`config.mk`:
```
export PLATFORM = sky130hd
export DESIGN_NAME = at_response_stream_parser_unit_flat
export DESIGN_NICKNAME = d
export VERILOG_FILES = /design/src/sv/atrsp_pkg.sv /design/src/sv/atrsp_req_if.sv /design/src/sv/atrsp_rsp_if.sv /design/src/sv/at_response_stream_parser_unit.sv /design/src/flat_wrapper.sv
export SDC_FILE = /design/constraint.sdc
export NUM_CORES = 1
export LEC_CHECK = 0
export ABC_AREA = 0
export ABC_CLOCK_PERIOD_IN_PS = 5000
export BUFFER_PORTS_ARGS = -buffer_cell sky130_fd_sc_hd__buf_4
export CAP_MARGIN = 20
export CORE_UTILIZATION = 65
export DETAILED_ROUTE_END_ITERATION = 10
export PLACE_DENSITY_LB_ADDON = 0.05
export SETUP_SLACK_MARGIN = 0.2
export SYNTH_ARGS = -nofsm -noshare
export SYNTH_HDL_FRONTEND = slang
export SYNTH_SLANG_ARGS = --single-unit
```
`constraint.sdc`:
```
create_clock -name clock -period 5 [get_ports clock]
set_clock_uncertainty 0.05 [all_clocks]
set_input_delay 0.5 -clock clock [delete_from_list [all_inputs] [get_ports clock]]
set_output_delay 0.5 -clock clock [all_outputs]
set_load 0.01 [all_outputs]
```
`src/sv/atrsp_pkg.sv`:
```
package atrsp_pkg;

   localparam int unsigned BUFFER_DEPTH_DEF = 1024;
   localparam int unsigned MAX_PAYLOAD_DEF  = 31;

   // input item codes
   localparam logic FUNC_BYTE  = 1'b0;
   localparam logic FUNC_FLUSH = 1'b1;

   localparam logic [7:0] CHAR_CR    = 8'h0D;
   localparam logic [7:0] CHAR_LF    = 8'h0A;
   localparam logic [7:0] CHAR_PLUS  = 8'h2B;
   localparam logic [7:0] CHAR_COMMA = 8'h2C;
   localparam logic [7:0] CHAR_COLON = 8'h3A;
   localparam logic [7:0] CHAR_ZERO  = 8'h30;
   localparam logic [7:0] CHAR_NINE  = 8'h39;

   // response end markers, all starting with CR LF
   localparam int unsigned MARK_COUNT   = 5;
   localparam int unsigned MARK_MAX_LEN = 9;
   localparam int unsigned MARK_SEL_W   = $clog2(MARK_COUNT);
   localparam int unsigned MARK_LEN_W   = $clog2(MARK_MAX_LEN + 1);

   localparam logic [MARK_SEL_W-1:0] MARK_OK = MARK_SEL_W'(0);

   localparam logic [7:0] MARK_TEXT [MARK_COUNT][MARK_MAX_LEN] = '{
      '{8'h0D, 8'h0A, 8'h4F, 8'h4B, 8'h0D, 8'h0A, 8'h00, 8'h00, 8'h00},  // OK
      '{8'h0D, 8'h0A, 8'h45, 8'h52, 8'h52, 8'h4F, 8'h52, 8'h00, 8'h00},  // ERROR
      '{8'h0D, 8'h0A, 8'h46, 8'h41, 8'h49, 8'h4C, 8'h00, 8'h00, 8'h00},  // FAIL
      '{8'h0D, 8'h0A, 8'h53, 8'h45, 8'h4E, 8'h44, 8'h20, 8'h4F, 8'h4B},  // SEND OK
      '{8'h0D, 8'h0A, 8'h62, 8'h75, 8'h73, 8'h79, 8'h00, 8'h00, 8'h00}   // busy
   };

   localparam logic [MARK_LEN_W-1:0] MARK_LEN [MARK_COUNT] = '{
      MARK_LEN_W'(6), MARK_LEN_W'(7), MARK_LEN_W'(6), MARK_LEN_W'(9), MARK_LEN_W'(6)
   };

   // frame header tag "+IPD,"
   localparam int unsigned TAG_LEN = 5;
   localparam int unsigned TAG_W   = $clog2(TAG_LEN);
   localparam logic [7:0] TAG_TEXT [TAG_LEN] = '{8'h2B, 8'h49, 8'h50, 8'h44, 8'h2C};
   localparam logic [TAG_W-1:0] TAG_LAST = TAG_W'(TAG_LEN - 1);

   // frame parser phases
   localparam logic [1:0] PH_HUNT = 2'd0;
   localparam logic [1:0] PH_LINK = 2'd1;
   localparam logic [1:0] PH_LEN  = 2'd2;
   localparam logic [1:0] PH_DATA = 2'd3;

   typedef struct packed {
      logic       response_ready;
      logic       buffer_full;
      logic       payload_valid;
      logic [7:0] payload_byte;
      logic [7:0] link_id;
      logic       payload_last;
      logic       frame_rejected;
   } rsp_type;

endpackage

```
`src/sv/atrsp_req_if.sv`:
```
interface atrsp_req_if;
   logic       valid;
   logic       ready;
   logic       func;
   logic [7:0] rx_byte;

   modport source (output valid, output func, output rx_byte, input ready);
   modport sink (input valid, input func, input rx_byte, output ready);
endinterface

```
`src/sv/atrsp_rsp_if.sv`:
```
interface atrsp_rsp_if;
   logic       valid;
   logic       ready;
   logic       response_ready;
   logic       buffer_full;
   logic       payload_valid;
   logic [7:0] payload_byte;
   logic [7:0] link_id;
   logic       payload_last;
   logic       frame_rejected;

   modport source (output valid, output response_ready, output buffer_full,
                   output payload_valid, output payload_byte, output link_id,
                   output payload_last, output frame_rejected, input ready);
   modport sink (input valid, input response_ready, input buffer_full,
                 input payload_valid, input payload_byte, input link_id,
                 input payload_last, input frame_rejected, output ready);
endinterface

```
`src/sv/at_response_stream_parser_unit.sv`:
```
// A req beat is loaded into the input register at its accepting edge, and its rsp
// beat is then loaded into the result register once the rsp side can take it.
// Throughput: one beat per cycle while rsp.ready holds; every req beat yields one rsp beat.
// The only loop is the state update between the two registers.
// Reset (synchronous, active high) clears both pipeline stages, the byte count,
// the ready flag, the marker matcher, the frame parser and server_mode.
module at_response_stream_parser_unit #(
   parameter int unsigned BUFFER_DEPTH = atrsp_pkg::BUFFER_DEPTH_DEF,
   parameter int unsigned MAX_PAYLOAD  = atrsp_pkg::MAX_PAYLOAD_DEF
) (
   input  logic        clock,
   input  logic        reset,
   atrsp_req_if.sink   req,
   atrsp_rsp_if.source rsp,
   input  logic        csr_write_enable,
   input  logic        csr_write_data
);
   import atrsp_pkg::*;

   localparam int unsigned CNT_W  = $clog2(BUFFER_DEPTH);
   localparam int unsigned LEN_W  = $clog2(MAX_PAYLOAD + 2);
   localparam int unsigned LM_W   = LEN_W + 4;
   localparam int unsigned LEFT_W = $clog2(MAX_PAYLOAD + 1);
   localparam logic [CNT_W-1:0] CNT_TOP = CNT_W'(BUFFER_DEPTH - 1);
   localparam logic [LEN_W-1:0] LEN_MAX = LEN_W'(MAX_PAYLOAD);
   localparam logic [LEN_W-1:0] LEN_SAT = LEN_W'(MAX_PAYLOAD + 1);

   // handshake and pipeline
   logic       in_valid_ff, in_valid_in;
   logic       in_func_ff;
   logic [7:0] in_byte_ff;
   logic       out_valid_ff, out_valid_in;
   rsp_type    out_ff, out_in;
   logic       advance;
   logic       server_mode_ff;

   // block state
   logic [CNT_W-1:0]      count_ff, count_in;
   logic                  ready_ff, ready_in;
   logic [MARK_SEL_W-1:0] mark_sel_ff, mark_sel_in;
   logic [MARK_LEN_W-1:0] mark_len_ff, mark_len_in;
   logic [1:0]            phase_ff, phase_in;
   logic [TAG_W-1:0]      tag_ff, tag_in;
   logic [7:0]            link_ff, link_in;
   logic [LEN_W-1:0]      len_ff, len_in;
   logic [LEFT_W-1:0]     left_ff, left_in;

   // matcher result for the byte in the input register
   logic [MARK_SEL_W-1:0] mk_sel;
   logic [MARK_LEN_W-1:0] mk_len;
   logic                  mk_hit;

   logic [7:0]      c;
   logic            is_digit;
   logic [11:0]     link_mul;
   logic [LM_W-1:0] len_mul;

   assign advance      = in_valid_ff && (!out_valid_ff || rsp.ready);
   assign req.ready    = !in_valid_ff || advance;
   assign in_valid_in  = (in_valid_ff && !advance) || (req.valid && req.ready);
   assign out_valid_in = advance || (out_valid_ff && !rsp.ready);

   assign c        = in_byte_ff;
   assign is_digit = (c >= CHAR_ZERO) && (c <= CHAR_NINE);
   assign link_mul = ({4'b0, link_ff} << 3) + ({4'b0, link_ff} << 1) + {8'b0, c[3:0]};
   assign len_mul  = ({4'b0, len_ff} << 3) + ({4'b0, len_ff} << 1) + LM_W'(c[3:0]);

   // Matcher keeps the longest tail that is a prefix of some marker as
   // (marker, length). All markers share CR LF, and after a mismatch the only
   // tail that can survive is a lone CR.
   always_comb begin
      mk_sel = MARK_OK;
      mk_len = (c == CHAR_CR) ? MARK_LEN_W'(1) : MARK_LEN_W'(0);
      mk_hit = 1'b0;
      if (mark_len_ff == MARK_LEN_W'(1)) begin
         if (c == CHAR_LF) begin
            mk_len = MARK_LEN_W'(2);
         end
      end else if (mark_len_ff == MARK_LEN_W'(2)) begin
         for (int m = 0; m < MARK_COUNT; m++) begin
            if (c == MARK_TEXT[m][2]) begin
               mk_sel = MARK_SEL_W'(m);
               mk_len = MARK_LEN_W'(3);
            end
         end
      end else if (mark_len_ff >= MARK_LEN_W'(3)) begin
         if (c == MARK_TEXT[mark_sel_ff][mark_len_ff]) begin
            if (mark_len_ff + MARK_LEN_W'(1) == MARK_LEN[mark_sel_ff]) begin
               mk_hit = 1'b1;
               // "OK" marker ends in CR LF, which starts the next marker
               mk_len = (mark_sel_ff == MARK_OK) ? MARK_LEN_W'(2) : MARK_LEN_W'(0);
            end else begin
               mk_sel = mark_sel_ff;
               mk_len = mark_len_ff + MARK_LEN_W'(1);
            end
         end
      end
   end

   always_comb begin
      count_in    = count_ff;
      ready_in    = ready_ff;
      mark_sel_in = mark_sel_ff;
      mark_len_in = mark_len_ff;
      phase_in    = phase_ff;
      tag_in      = tag_ff;
      link_in     = link_ff;
      len_in      = len_ff;
      left_in     = left_ff;
      out_in      = '0;
      if (in_func_ff == FUNC_FLUSH) begin
         count_in    = '0;
         ready_in    = 1'b0;
         mark_sel_in = MARK_OK;
         mark_len_in = '0;
         phase_in    = PH_HUNT;
         tag_in      = '0;
         link_in     = '0;
         len_in      = '0;
         left_in     = '0;
      end else begin
         if (count_ff != CNT_TOP) begin
            count_in    = count_ff + CNT_W'(1);
            mark_sel_in = mk_sel;
            mark_len_in = mk_len;
         end
         if (!server_mode_ff) begin
            if ((count_ff != CNT_TOP && mk_hit) || count_in == CNT_TOP) begin
               ready_in = 1'b1;
            end
         end else begin
            unique case (phase_ff)
               PH_HUNT: begin
                  if (c == TAG_TEXT[tag_ff]) begin
                     if (tag_ff == TAG_LAST) begin
                        phase_in = PH_LINK;
                        tag_in   = '0;
                        link_in  = '0;
                        len_in   = '0;
                     end else begin
                        tag_in = tag_ff + TAG_W'(1);
                     end
                  end else begin
                     tag_in = (c == CHAR_PLUS) ? TAG_W'(1) : TAG_W'(0);
                  end
               end
               PH_LINK: begin
                  // tag_ff flags that at least one digit was seen
                  if (is_digit) begin
                     link_in = (link_mul > 12'd255) ? 8'hFF : link_mul[7:0];
                     tag_in  = TAG_W'(1);
                  end else if (c == CHAR_COMMA && tag_ff == TAG_W'(1)) begin
                     phase_in = PH_LEN;
                     tag_in   = '0;
                  end else begin
                     out_in.frame_rejected = 1'b1;
                     phase_in = PH_HUNT;
                     tag_in   = (c == CHAR_PLUS) ? TAG_W'(1) : TAG_W'(0);
                     link_in  = '0;
                     len_in   = '0;
                  end
               end
               PH_LEN: begin
                  if (is_digit) begin
                     len_in = (len_mul > {4'b0, LEN_SAT}) ? LEN_SAT : len_mul[LEN_W-1:0];
                     tag_in = TAG_W'(1);
                  end else if (c == CHAR_COLON && tag_ff == TAG_W'(1) &&
                               len_ff != '0 && len_ff <= LEN_MAX) begin
                     phase_in = PH_DATA;
                     tag_in   = '0;
                     left_in  = len_ff[LEFT_W-1:0];
                  end else begin
                     out_in.frame_rejected = 1'b1;
                     phase_in = PH_HUNT;
                     tag_in   = (c == CHAR_PLUS) ? TAG_W'(1) : TAG_W'(0);
                     link_in  = '0;
                     len_in   = '0;
                  end
               end
               PH_DATA: begin
                  out_in.payload_valid = 1'b1;
                  out_in.payload_byte  = c;
                  out_in.link_id       = link_ff;
                  if (left_ff <= LEFT_W'(1)) begin
                     out_in.payload_last = 1'b1;
                     left_in  = '0;
                     phase_in = PH_HUNT;
                     tag_in   = '0;
                     link_in  = '0;
                     len_in   = '0;
                  end else begin
                     left_in = left_ff - LEFT_W'(1);
                  end
               end
            endcase
         end
         out_in.response_ready = ready_in;
         out_in.buffer_full    = (count_in == CNT_TOP);
      end
   end

   always_ff @(posedge clock) begin
      if (reset) begin
         in_valid_ff    <= 1'b0;
         out_valid_ff   <= 1'b0;
         server_mode_ff <= 1'b0;
         count_ff       <= '0;
         ready_ff       <= 1'b0;
         mark_sel_ff    <= MARK_OK;
         mark_len_ff    <= '0;
         phase_ff       <= PH_HUNT;
         tag_ff         <= '0;
         link_ff        <= '0;
         len_ff         <= '0;
         left_ff        <= '0;
      end else begin
         in_valid_ff  <= in_valid_in;
         out_valid_ff <= out_valid_in;
         if (csr_write_enable) begin
            server_mode_ff <= csr_write_data;
         end
         if (advance) begin
            count_ff    <= count_in;
            ready_ff    <= ready_in;
            mark_sel_ff <= mark_sel_in;
            mark_len_ff <= mark_len_in;
            phase_ff    <= phase_in;
            tag_ff      <= tag_in;
            link_ff     <= link_in;
            len_ff      <= len_in;
            left_ff     <= left_in;
         end
      end
   end

   always_ff @(posedge clock) begin
      if (req.valid && req.ready) begin
         in_func_ff <= req.func;
         in_byte_ff <= req.rx_byte;
      end
      if (advance) begin
         out_ff <= out_in;
      end
   end

   assign rsp.valid          = out_valid_ff;
   assign rsp.response_ready = out_ff.response_ready;
   assign rsp.buffer_full    = out_ff.buffer_full;
   assign rsp.payload_valid  = out_ff.payload_valid;
   assign rsp.payload_byte   = out_ff.payload_byte;
   assign rsp.link_id        = out_ff.link_id;
   assign rsp.payload_last   = out_ff.payload_last;
   assign rsp.frame_rejected = out_ff.frame_rejected;

endmodule

```
`src/flat_wrapper.sv`:
```
// flat-port wrapper written by rule: the top's interface ports become plain ports
module at_response_stream_parser_unit_flat import atrsp_pkg::*;
#(
   parameter int unsigned BUFFER_DEPTH = atrsp_pkg::BUFFER_DEPTH_DEF,
   parameter int unsigned MAX_PAYLOAD  = atrsp_pkg::MAX_PAYLOAD_DEF
)
  (clock, reset, csr_write_enable, csr_write_data, req_valid, req_func, req_rx_byte, req_ready, rsp_valid, rsp_response_ready, rsp_buffer_full, rsp_payload_valid, rsp_payload_byte, rsp_link_id, rsp_payload_last, rsp_frame_rejected, rsp_ready);
  atrsp_req_if req_i ();
  atrsp_rsp_if rsp_i ();
  input  logic clock;
  input  logic reset;
  input  logic csr_write_enable;
  input  logic csr_write_data;
  input wire logic [$bits(req_i.valid)-1:0] req_valid;
  input wire logic [$bits(req_i.func)-1:0] req_func;
  input wire logic [$bits(req_i.rx_byte)-1:0] req_rx_byte;
  output wire logic [$bits(req_i.ready)-1:0] req_ready;
  output wire logic [$bits(rsp_i.valid)-1:0] rsp_valid;
  output wire logic [$bits(rsp_i.response_ready)-1:0] rsp_response_ready;
  output wire logic [$bits(rsp_i.buffer_full)-1:0] rsp_buffer_full;
  output wire logic [$bits(rsp_i.payload_valid)-1:0] rsp_payload_valid;
  output wire logic [$bits(rsp_i.payload_byte)-1:0] rsp_payload_byte;
  output wire logic [$bits(rsp_i.link_id)-1:0] rsp_link_id;
  output wire logic [$bits(rsp_i.payload_last)-1:0] rsp_payload_last;
  output wire logic [$bits(rsp_i.frame_rejected)-1:0] rsp_frame_rejected;
  input wire logic [$bits(rsp_i.ready)-1:0] rsp_ready;
  assign req_i.valid = req_valid;
  assign req_i.func = req_func;
  assign req_i.rx_byte = req_rx_byte;
  assign req_ready = req_i.ready;
  assign rsp_valid = rsp_i.valid;
  assign rsp_response_ready = rsp_i.response_ready;
  assign rsp_buffer_full = rsp_i.buffer_full;
  assign rsp_payload_valid = rsp_i.payload_valid;
  assign rsp_payload_byte = rsp_i.payload_byte;
  assign rsp_link_id = rsp_i.link_id;
  assign rsp_payload_last = rsp_i.payload_last;
  assign rsp_frame_rejected = rsp_i.frame_rejected;
  assign rsp_i.ready = rsp_ready;
  at_response_stream_parser_unit #(.BUFFER_DEPTH(BUFFER_DEPTH), .MAX_PAYLOAD(MAX_PAYLOAD)) u_core (.clock(clock), .reset(reset), .req(req_i), .rsp(rsp_i), .csr_write_enable(csr_write_enable), .csr_write_data(csr_write_data));
endmodule
```
==> results.txt, run 1 <==
The run finished with clean final reports. The clock network power share is 38.0%. Along the worst path, the maximum fanout reaches 12. The number of DRC markers after the initial detailed-route iteration is 341.

The clock net in this run drives a total of 75 sinks. The total chip power came out at 1.243 mW. The global-route wire length before repair came out at 21.81 mm. The area share of fa/ha/maj cells after synthesis came out at 12.30%. By area the synthesized netlist is led by dfxtp_1 17%, edfxtp_1 17%, ha_1 11%. TritonCTS built the clock tree. After floorplanning, the core was sized to cover 0.007888 mm2. The minimum hold slack came out at 0.2706 ns. The buffer depth of the longest clock path came out at 2. The count of unique library cells instantiated by Yosys came out at 71.

The number of flip-flops and latches in the synthesized netlist is 75. Setup repair after global routing left no endpoint under its margin. The depth of the CTS H-tree is 3. The post-route netlist has 10.48% of its cells at a drive strength greater than 1.

VDD sags by at most 0.2448 mV. The floorplan row count is 32. The number of buffers added for setup after CTS came out at 0. The initial cell density of the core came out at 68.86%.

The sequential area share after synthesis is 33.17%. By startpoint and endpoint, the worst setup path is classified as flop to flop. The xor and xnor area share after synthesis is 2.580%. The number of buffers created by CTS is 9.

The leftover overflow at the end of global routing came out at 0. The fmax is 0.2802 GHz. The aggregate negative setup slack is 0 ns. The number of max-slew violations in the final report was 0.

The combinational fraction of design power came out at 8.0%. The switching power total is 0.3199 mW. The switching power as a share of total power came out at 25.75%. nor2_1 is the most common cell in the netlist. The final standard cell utilization of the core is 74.73%. The leakage power came out at 2.229 nW. The sort of element at the end of the critical path is a flop. The wire length after detailed routing came out at 12.85 mm. The ratio of total power to cell area is 210.8 mW/mm2. For this run, the slowest stage of the critical path takes 0.74 ns. The CTS clock-pin slew for the worst setup and hold paths came out at 0.08 ns. The die covers 0.008725 mm2. Dividing the detail-routed wire length by the instance count gives 17.11 um. The setup slack after placement came out at 1.438 ns. For the worst-skew pair, the clock arrives at the later sink with an insertion delay of 0.36 ns. The gate family responsible for the most delay along the worst path is compound AO/OA/AOI/OAI gates. The biggest area contributor in the post-synthesis netlist is dfxtp_1. The initial antenna violation count came out at 0.

After synthesis, the largest family of logic cells by area is simple AND/OR/NAND/NOR gates. The post-synth net total came out at 696. Across the run, the number of max-cap violations was 0. Port buffering added 37 buffers. Averaged over all synthesized cells, the footprint is 8.621 um2. The final critical delay including setup and external delays came out at 3.568 ns. The filler cell count came out at 579. The sequential share of power is 54.0%.

The setup-violating endpoint count in the final report came out at 0. The vias per cell is 6.494. The yosys synthesis warning count is 0. The final hold violation count came out at 0.

Of all flip-flops after synthesis, the portion carrying an async set or reset was 0%. The normalized max-slew margin came out at 30.16%. Multiplexer cells account for 2.833% of the synthesized area. The hold-fix buffer count after cts is 0.

Ranked by instance count, the synthesized netlist is headed by 61 x nor2_1, 47 x ha_1, 45 x dfxtp_1, 40 x nand2_1. STA classifies the critical path startpoint as a flop. Once routing completed, OpenROAD measured the worst setup slack at 1.432 ns. The final layout net count is 710. The endpoint arrival time on the critical path is 3.71 ns. The all-layer global routing usage came out at 31.42%. The root buffer cell chosen for the clock tree is clkbuf_8. After synthesis, the largest area contributor takes up 16.59% of total cell area. The data required time at the worst endpoint is 5.14 ns.

The total buffers and inverters traversed by the critical path is 0. Entering global routing, the biggest net connects 49 pins. The total placed cells including tap cells is 735. The final clock period utilization by the worst path came out at 71.37%.

The count of unresolved DRC violations after routing is 0. The cell repeated most along the worst path is a21oi_1. The vertical die dimension came out at 93.41 um. The post-place instance area is 0.005703 mm2.

The number of enable-type register cells in the synthesized netlist is 30. The die width came out at 93.41 um. The most used flip-flop cell after synthesis is dfxtp_1.

The final design area excluding fillers is 0.005894 mm2. The post-route antenna net violation count came out at 0. The number of placed I/O pins came out at 38. Post-CTS repair changed the size of 0 cells. The post-synthesis compound-gate area fraction came out at 20.89%. The final weighted congestion in routability-driven placement came out at 0.9477. Once layout is complete, the cells apart from fillers number 751. The first detailed-routing pass took 5 iterations. The post-synthesis share of cell area spent on and, or, nand and nor gates is 22.97%. The instance count of the mapped netlist is 630. The via count of the first global-routing pass came to 4,694.

The internal power is 0.9226 mW. Summed over all nets, the half-perimeter wirelength after detailed placement is 8.971 mm. The growth of design area from synthesis to finish came out at 8.523%.

The largest individual stage delay along the critical path comes from the cell edfxtp_1. The slew at the pin with the worst max-slew slack is 1.045 ns. The mapped cell area came out at 0.005431 mm2. The detailed-route via count came out at 4,877. The number of diodes is 0.

The class of the most critical hold timing path is input port to flop. Traced cell by cell, the critical path runs through fa_1 -> fa_1 -> a21o_1 -> a21oi_1 -> o21bai_1 -> a21oi_1 -> a21oi_1 -> or3_1 -> o211ai_1 -> o21ai_0.
-- final timing paths --
check / slack [ns] / cells past startpoint / start / endpoint
worst max-delay path: 1.43 / 10 / u_core.c[3] / u_core.link_ff[3]
worst min-delay path: 0.27 / 1 / req_rx_byte[6] / u_core.c[6]
worst max register to register: 1.43 / 10 / u_core.c[3] / u_core.link_ff[3]
worst min register to register: 0.45 / 2 / u_core.left_ff[4] / u_core.left_ff[4]
-- placed cells by master, fill, tap and decap left out, drive strengths merged, types with 7 or more instances in the layout --
cell / synthesis / routed
nor2: 61 / 61
ha: 47 / 47
dfxtp: 45 / 45
nand2: 40 / 40
buf: 6 / 40
a21oi: 37 / 37
o21ai: 37 / 37
inv: 32 / 33
edfxtp: 30 / 30
nand2b: 24 / 24
nor3: 24 / 24
and2: 14 / 14
a31oi: 13 / 13
nand3: 13 / 13
mux2i: 12 / 12
a211oi: 11 / 11
xnor2: 10 / 10
clkbuf: 31 / 10
nand4: 9 / 9
o211ai: 9 / 9
nor2b: 8 / 8
or4: 8 / 8
o21a: 7 / 7
-- cell type report --
class | instances | area, um2 | share of cell area (%)
sequential | 75 | 1802 | 30.57
multi-input combinational | 485 | 3349 | 56.82
inverter | 33 | 123.9 | 2.101
clock buffer | 10 | 127.6 | 2.165
tap | 102 | 127.6 | 2.165
timing repair buffer | 40 | 300.3 | 5.094
clock inverter | 6 | 63.81 | 1.083
-- power groups by stage --
stage	logic, mW	clock network [mW]	registers [mW]
2_1_floorplan	0.0669	0	0.675
3_3_place_gp	0.0945	0	0.683
3_5_place_dp	0.0978	0	0.684
4_1_cts	0.0982	0.474	0.670
5_1_grt	0.109	0.495	0.673
6_report	0.0994	0.472	0.671
-- cells by family after synthesis --
group                    after synthesis
AND/OR/NAND/NOR                      236
AO/OA/AOI/OAI                        167
flip-flops                            75
buffers and inverters                 70
adder cells (fa/ha/maj)               51
XOR/XNOR                              16
multiplexers                          15
-- state kept, by name, indices dropped and copies added, names as in the netlist, 2 cells and up --
| name | cells |
|---|---|
| u_core.rsp.payload_byte | 8 |
| u_core.c | 8 |
| u_core.mark_sel_ff | 3 |
| u_core.count_ff | 10 |
| u_core.mark_len_ff | 4 |
| u_core.tag_ff | 3 |
| u_core.link_ff | 8 |
| u_core.rsp.link_id | 8 |
| u_core.phase_ff | 2 |
| u_core.len_ff | 6 |
| u_core.left_ff | 5 |
-- routing by layer --
layer  global-route usage, %  part of all wire, %  vias up
met1                   39.40                   43     2287
met4                   15.13                  3.0        0
met3                   5.122                  6.0       34
met2                   52.51                   48      213
met5                       0                    0        -
li1                        -                    -     2343
Note: power is estimated with default switching activity, not from simulation.
==> inputs of run 2 (changes only) <==
Settings changed: ABC_AREA 0 to 1, ABC_CLOCK_PERIOD_IN_PS 5000 to 3400, CORE_UTILIZATION 65 to 61.
Clock period 5 ns to 3.4 ns, I/O delays scaled along.
==> run 2 against run 1 <==
Against the previous run: total power rose by 59%; register-to-register slack lost 1.1 ns; global-route usage is 1.3 points lower; critical path depth stayed put; final cell count increased by 17%.
==> results.txt, run 2 <==
The root buffer cell chosen for the clock tree is clkbuf_8. The die width came out at 95.19 um (+1.9%). The normalized max-slew margin is 38.80% (+8.6 points). The count of unresolved DRC violations after routing came out at 0 (unchanged). The average wire length per cell after detail routing is 14.41 um (-16%). The hold-fix buffer count after cts is 0 (unchanged). The switching power total came out at 0.5716 mW (+79%).

The count of unique library cells instantiated by Yosys came out at 46 (-35%). The count of input and output buffers is 37 (unchanged). The data required time at the worst endpoint is 3.62 ns (-1.52 ns). The slew at the pin with the worst max-slew slack was 0.9170 ns (-0.1284 ns). Among all stages on the critical path, the largest delay is contributed by fa_1. The critical path starts at u_core.c[3]. The total iterations of the first detailed-routing run came to 5 (unchanged).

The total buffers and inverters traversed by the critical path is 1 (+1). The sink count of the clock tree came to 75 (unchanged). The multi-input gate area in the final layout is 0.003057 mm2 (-8.7%).

The fraction of post-synthesis cell area in the top cell type by area is 17.01% (+0.42 points). After synthesis, the largest family of logic cells by area is simple AND/OR/NAND/NOR gates. The CTS clock-pin slew for the worst setup and hold paths is 0.09 ns (about the same). u_core.count_ff holds more flip-flops than any other register.

The sequential area share after synthesis is 34.01% (+0.84 points). The cell count of the worst hold path came out at 1 (unchanged). The startpoint of the worst-slack reg-to-reg timing path is u_core.c[3]. The startpoint identified for the worst hold timing path is req_rx_byte[1]. The fraction of synthesized area in multiplexers was 0% (-2.8 points). The wire length after detailed routing is 12.65 mm (-1.6%). The critical path's largest stage delay is 0.60 ns (-0.14 ns). The endpoint arrival time on the critical path was 3.30 ns (-0.41 ns). The final layout net count is 834 (+17%). The post-cts repair resize count is 0 (unchanged).

The growth of design area from synthesis to finish is 10.68%. The clock network power share is 36.0% (-2.0 points). The sequential share of power came to 50.3% (-3.7 points).

Counting instances in the post-synthesis netlist gives the leading cell types as 181 x nand2_1, 86 x inv_1, 83 x nor2_1, 66 x nand3_1, 57 x a21oi_1. The filler cell count is 705 (+22%). The most common cell in the synthesized netlist is nand2_1. The area share of fa/ha/maj cells after synthesis came to 12.61% (+0.31 points). Traced cell by cell, the critical path runs through fa_1 -> inv_1 -> fa_1 -> o21ai_1 -> nand3_1 -> a221oi_1 -> nand2_1 -> nor2_2 -> a21oi_1 -> a211oi_1. The register area came out at 0.001802 mm2 (unchanged). The final standard cell utilization of the core was 70.65% (-4.1 points).

The library cell used most frequently in the layout, excluding fill and tap cells, is nand2_1. The synthesized design spends more area on one cell type than any other, namely dfxtp_1. The proportion of register bits with asynchronous set or reset after synthesis came out at 0% (unchanged).

The post-place instance area came out at 0.005655 mm2 (-0.83%). The vertical die dimension came out at 95.19 um (+1.9%). The vias per cell is 5.587 (-14%). The post-synth net total came out at 797 (+15%).

The initial cell density of the core is 63.83% (-5.0 points). The total placed cells including tap cells is 862 (+17%). The worst setup path is captured at a flop. The number of flip-flops under the largest register name came out at 10 (unchanged). The area inside the core boundary is 0.008299 mm2 (+5.2%). The half-perimeter wire length after detailed placement is 9.441 mm (+5.2%). The leftover overflow at the end of global routing is 0 (unchanged). The flow ran to the end, and the final reports show no timing, DRC or antenna violations. Broken down by cell family, the worst path's largest delay share belongs to adder cells. The depth of the CTS H-tree was 3 (unchanged).

The final design area excluding fillers is 0.005863 mm2 (-0.53%). The maximum ir drop on the vdd rail is 0.2272 mV (-7.2%). The post-synthesis compound-gate area fraction came to 10.96% (-9.9 points). The fmax is 0.3250 GHz (+16%). The via count of the first global-routing pass is 4,695 (+0.021%).

The number of placed I/O pins came out at 38 (unchanged). Among the stages of the critical path, the cell type that occurs most often is fa_1. The mapped cell area is 0.005298 mm2 (-2.5%). The post-synthesis share of cell area spent on and, or, nand and nor gates was 30.66% (+7.7 points). The setup-violating endpoint count in the final report came out at 0 (unchanged). The global-route wire length before repair was 21.05 mm (-3.5%). The total chip power is 1.981 mW (+59%). The final standard cell count with taps included and fillers excluded is 878 (+17%).

The final critical delay including setup and external delays came to 3.077 ns (-0.4913 ns). The fraction of layout instances using a drive strength above 1 came out at 11.13% (+0.65 points). In the layout the commonest cells are 181 x nand2_1, 86 x inv_1, 82 x nor2_1. The biggest fanout along the worst timing path is 5 (-7). The number of DRC markers after the initial detailed-route iteration came out at 282 (-17%). The total die area is 0.009061 mm2 (+3.8%). The count of max-cap constraint violations is 0 (unchanged). The initial antenna violation count is 0 (unchanged). The final weighted congestion in routability-driven placement was 0.9146 (-3.5%).

The switching power as a share of total power is 28.85% (+3.1 points). The aggregate negative setup slack came out at 0 ns (unchanged). The combinational fraction of design power came out at 13.7% (+5.7 points). The post-route antenna net violation count is 0 (unchanged). The floorplan row count is 33 (+3.1%). The latest clock arrival within the worst-skew pair was 0.36 ns (about the same).

The number of buffers created by CTS was 9 (unchanged). The instance count of the mapped netlist is 731 (+16%). The number of enable-type register cells in the synthesized netlist came to 30 (unchanged).

TritonCTS built the clock tree. STA classifies the critical path startpoint as a flop. The number of diodes is 0 (unchanged).

The ratio of total power to cell area was 337.9 mW/mm2 (+60%). The setup path with the least slack is of type flop to flop. The number of buffers added for setup after CTS came out at 0 (unchanged). Among all flip-flop cells after synthesis, the most frequent one is dfxtp_1. The detailed-route via count came out at 4,905 (+0.57%).

Setup repair after global routing left no endpoint under its margin. The final clock period utilization by the worst path came out at 90.51% (+19 points). The xor and xnor area share after synthesis came out at 3.307% (+0.73 points). The all-layer global routing usage was 30.08% (-1.3 points). The internal power came to 1.410 mW (+53%). The maximum number of pins on one net before global-route repair is 29 (-41%). The worst-case reg-to-reg path depth came to 10 (unchanged). The number of flip-flops and latches in the synthesized netlist is 75 (unchanged). By area the synthesized netlist is led by dfxtp_1 17%, edfxtp_1 17%, nand2_1 13%. The leakage power came out at 2.721 nW (+22%). The final hold violation count came out at 0 (unchanged). In this run the worst hold path is classified as input port to flop. The number of max-slew violations in the final report came out at 0 (unchanged). The yosys synthesis warning count is 0 (unchanged). The buffer depth of the longest clock path came out at 2 (unchanged). The count of cell instances traversed by the critical path came out at 10 (unchanged). The mean post-synth cell area was 7.247 um2 (-16%).
[run 2: changes by cell type after synthesis, sizes merged, moves of 21 or more]
cell,change
nand2b,-24
nand2,+145
nand3,+55
clkbuf,-26
inv,+64
a21oi,+21
nor2,+25
[run 2: metal layers]
metal	global-route usage [%]	up-vias	routed length [um]
met5	0	-	0
met4	12.88	0	415
met3	5.662	39	777
met2	52.44	164	6181
met1	35.97	2229	5273
li1	-	2473	-
[run 2: worst reg2reg max path, stage by stage (launching register included)]
cell and delay, ns:
edfxtp_1 0.50, fa_1 0.60, inv_1 0.07, fa_1 0.46
o21ai_1 0.23, nand3_1 0.13, a221oi_1 0.39, nand2_1 0.11
nor2_2 0.18, a21oi_1 0.09, a211oi_1 0.18
[run 2: through the flow]
step	setup WS, ns	hold slack, ns
3_3_place_gp	0.4839	0.3990
6_report	0.3228	0.1041
2_1_floorplan	0.5438	0.3843
4_1_cts	0.3332	0.09232
5_1_grt	0.08007	0.08731
3_5_place_dp	0.3548	0.4107
[run 2: logic make-up (layout without fill, tap and decap cells)]
| kind of cell | Yosys count | count (layout) |
|---|---|---|
| AO/OA/AOI/OAI | 105 | 105 |
| XOR/XNOR | 20 | 20 |
| adder cells (fa/ha/maj) | 51 | 51 |
| buffers and inverters | 112 | 154 |
| flip-flops | 75 | 75 |
| AND/OR/NAND/NOR | 368 | 368 |
[run 2: area by class of cell]
| class | count | area share (%) |
|---|---|---|
| Timing Repair Buffer | 41 | 5.250 |
| Multi-Input combinational cell | 544 | 52.13 |
| Clock inverter | 7 | 1.280 |
| Tap cell | 105 | 2.241 |
| Inverter | 97 | 6.253 |
| Clock buffer | 9 | 2.113 |
| Sequential cell | 75 | 30.73 |
[run 2: power groups by stage]
stage          registers, mW  logic [mW]  clock network (mW)
2_1_floorplan           1.01       0.190                   0
3_3_place_gp            1.02       0.258                   0
3_5_place_dp            1.02       0.265                   0
4_1_cts                0.996       0.268               0.729
5_1_grt                 1.00       0.307               0.763
6_report               0.996       0.271               0.714
[run 2: final timing paths]
kind | slack, ns | endpoint
worst max-delay path | 0.32 | u_core.len_ff[4]
worst min register to register | 0.42 | u_core.rsp.valid
worst max register to register | 0.32 | u_core.len_ff[4]
worst min-delay path | 0.10 | u_core.c[1]
==> inputs of run 3 (changes only) <==
Settings changed: REMOVE_ABC_BUFFERS set to 1.
==> run 3 against run 2 <==
Against the previous run: core utilization grew 0.21 points; via count unchanged; design area grew 0.30%; total power hardly changed; global-route usage is 1.1 points lower; sequential power hardly changed; largest cell class unchanged; sequential cell count stayed put; first-iteration DRC count up 9.2%; maximum frequency grew 2.2%; hold slack improved by 0.018 ns; register-to-register slack better by 0.07 ns; non-clock buffer count rose by 1.
==> results.txt, run 3 (same netlist as run 2, synthesis figures left out) <==
The all-layer global routing usage is 29.00% (-1.1 points). The number of DRC markers after the initial detailed-route iteration is 308 (+9.2%). The post-route antenna net violation count came out at 0 (unchanged). The register area came out at 0.001802 mm2 (unchanged). The data required time at the worst endpoint is 3.61 ns (about the same). The global-route wire length before repair is 20.38 mm (-3.2%). The root buffer cell chosen for the clock tree is clkbuf_8. The total iterations of the first detailed-routing run is 5 (unchanged). The initial antenna violation count is 0 (unchanged). The final weighted congestion in routability-driven placement came out at 0.8890 (-2.8%). The half-perimeter wire length after detailed placement is 9.417 mm (-0.25%). The clock network power share is 36.0% (about the same). The final clock period utilization by the worst path was 88.53% (-2.0 points). The worst-case reg-to-reg path depth came out at 10 (unchanged). The sort of element at the end of the critical path is a flop. The area inside the core boundary is 0.008299 mm2 (unchanged).

The final hold violation count was 0 (unchanged). The floorplan row count is 33 (unchanged). The biggest fanout along the worst timing path is 5 (unchanged). The initial cell density of the core was 63.83% (unchanged). The fraction of layout instances using a drive strength above 1 came to 11.37% (+0.24 points).

The startpoint of the worst-slack reg-to-reg timing path is u_core.c[3]. For hold timing, the worst endpoint is u_core.c[2]. The worst reg-to-reg setup slack came out at 0.39 ns (+0.07 ns). The count of unresolved DRC violations after routing came out at 0 (unchanged). Setup repair after global routing left no endpoint under its margin. The number of placed I/O pins is 38 (unchanged). The count of input and output buffers is 37 (unchanged). The leftover overflow at the end of global routing is 0 (unchanged). The via count of the first global-routing pass came out at 4,483 (-4.5%). The fmax is 0.3322 GHz (+2.2%). The internal power came out at 1.420 mW (+0.71%). The endpoint arrival time on the critical path came out at 3.22 ns (-0.08 ns). The number of flip-flops under the largest register name came out at 10 (unchanged). The depth of the CTS H-tree came out at 3 (unchanged). The run finished with clean final reports. The ratio of total power to cell area was 337.1 mW/mm2 (-0.23%). The final layout net count was 835 (+0.12%).

The maximum number of pins on one net before global-route repair is 29 (unchanged). The worst setup path is launched from a flop. The number of max-slew violations in the final report came to 0 (unchanged).

The minimum hold slack is 0.1221 ns (+0.01801 ns). The multi-input gate area in the final layout is 0.003059 mm2 (about the same). The path class of the tightest hold or removal check is input port to flop.

The aggregate negative setup slack came to 0 ns (unchanged). The count of max-cap constraint violations is 0 (unchanged). The filler cell count is 704 (-0.14%). The leakage power came out at 2.739 nW (+0.68%). Leaving out fill and tap cells, the most frequent cell in the layout is nand2_1. The average wire length per cell after detail routing is 14.24 um (-1.2%). The maximum ir drop on the vdd rail is 0.2269 mV (-0.14%). The buffer depth of the longest clock path is 2 (unchanged). In this run the most critical hold path is launched from req_rx_byte[2]. The wire length after detailed routing is 12.52 mm (-1.1%).

The final standard cell count with taps included and fillers excluded is 879 (+0.11%). The sequential share of power came out at 50.3% (about the same). The die width is 95.19 um (unchanged).

The total placed cells including tap cells is 862 (unchanged). Ranked by flip-flop count, first place goes to u_core.count_ff. The vertical die dimension came out at 95.19 um (unchanged). The total die area is 0.009061 mm2 (unchanged). The setup-violating endpoint count in the final report is 0 (unchanged). The setup path with the least slack is of type flop to flop.

The number of buffers created by CTS came out at 9 (unchanged). The switching power as a share of total power is 28.39% (-0.46 points). The cell count of the worst hold path is 1 (unchanged).

The growth of design area from synthesis to finish is 11.01%. The normalized max-slew margin is 35.51% (-3.3 points). The switching power total came out at 0.5629 mW (-1.5%). The combinational fraction of design power is 13.7% (about the same). The final critical delay including setup and external delays is 3.010 ns (-0.06723 ns). The vias per cell was 5.580 (-0.11%). The sink count of the clock tree is 75 (unchanged). The latest clock arrival within the worst-skew pair came out at 0.35 ns (about the same). The worst reg2reg path endpoint is u_core.len_ff[2]. The detailed-route via count is 4,905 (unchanged). TritonCTS built the clock tree. Leaving out fill and tap cells, the most frequent cells in the layout are 181 x nand2_1, 86 x inv_1, 82 x nor2_1.

The number of diodes came out at 0 (unchanged). The slew at the pin with the worst max-slew slack is 0.9663 ns (+0.04934 ns). The CTS clock-pin slew for the worst setup and hold paths is 0.09 ns (about the same).
-- run 3: cell count changes in the layout (fill, tap and decap cells not counted), sizes merged --
cell and change:
clkbuf +2, clkinv +2, buf +1, clkinvlp -1
inv -2, bufinv -1
-- run 3: worst max-delay path: stages, from the launching register on --
cell and delay [ns]:
edfxtp_1 0.46, fa_1 0.59, inv_1 0.08, fa_1 0.45, o21ai_0 0.29, nand3_1 0.14
a221oi_2 0.29, nand2_1 0.11, nor2_2 0.18, a21oi_1 0.09, a211oi_1 0.18
-- run 3: layout make-up --
class                      count  share of cell area, %
tap                          105                  2.234
clock buffer                  11                  2.957
clock inverter                 5                 0.5532
inverter                      97                  6.234
sequential                    75                  30.64
timing repair buffer          42                  5.362
multi-input combinational    544                  52.02
-- run 3: worst max path at each step --
stage | startpoint | to | slack [ns] | cells past startpoint
after floorplan | u_core.c[3] | u_core.link_ff[0] | 0.46 | 12
after global placement | u_core.c[3] | u_core.len_ff[2] | 0.50 | 10
after detailed placement | u_core.c[3] | u_core.len_ff[2] | 0.30 | 10
after CTS | u_core.c[3] | u_core.len_ff[2] | 0.28 | 10
after global routing | u_core.c[3] | u_core.len_ff[4] | 0.20 | 10
final | u_core.c[3] | u_core.len_ff[2] | 0.39 | 10
-- run 3: layer usage --
metal  global-route usage (%)  vias up  wire length [um]
met4                    8.838        0               235
met3                    5.183       20               601
li1                         -     2478                 -
met2                    49.29      142              5935
met1                    37.29     2265              5743
met5                        0        -                 0
-- run 3: per-stage QoR --
step                total power, mW  area, um2  util (%)  setup slack, ns
floorplan                     1.189       5216         -           0.4602
global placement              1.272       5655     68.14           0.4956
detailed placement            1.282       5655     68.14           0.3019
CTS                           1.988       5862     70.63           0.2754
global route                  2.071       5881     70.86           0.2037
finish                        1.982       5881     70.86           0.3900
-- run 3: power groups by stage --
stage	sequential (mW)	combinational, mW	clock, mW
final	0.998	0.271	0.713
after global routing	1.00	0.306	0.763
after CTS	0.997	0.267	0.724
after detailed placement	1.02	0.265	0
after global placement	1.02	0.256	0
after floorplan	1.01	0.174	0
-- run 3: what timing repair did --
| action | in CTS | in global routing |
|---|---|---|
| setup endpoints to repair | 0 | 12 |
| buffers inserted | 0 | 1 |
| hold endpoints to repair | 0 | 0 |
| gates resized for setup | 0 | 3 |
| hold buffers | 0 | 0 |
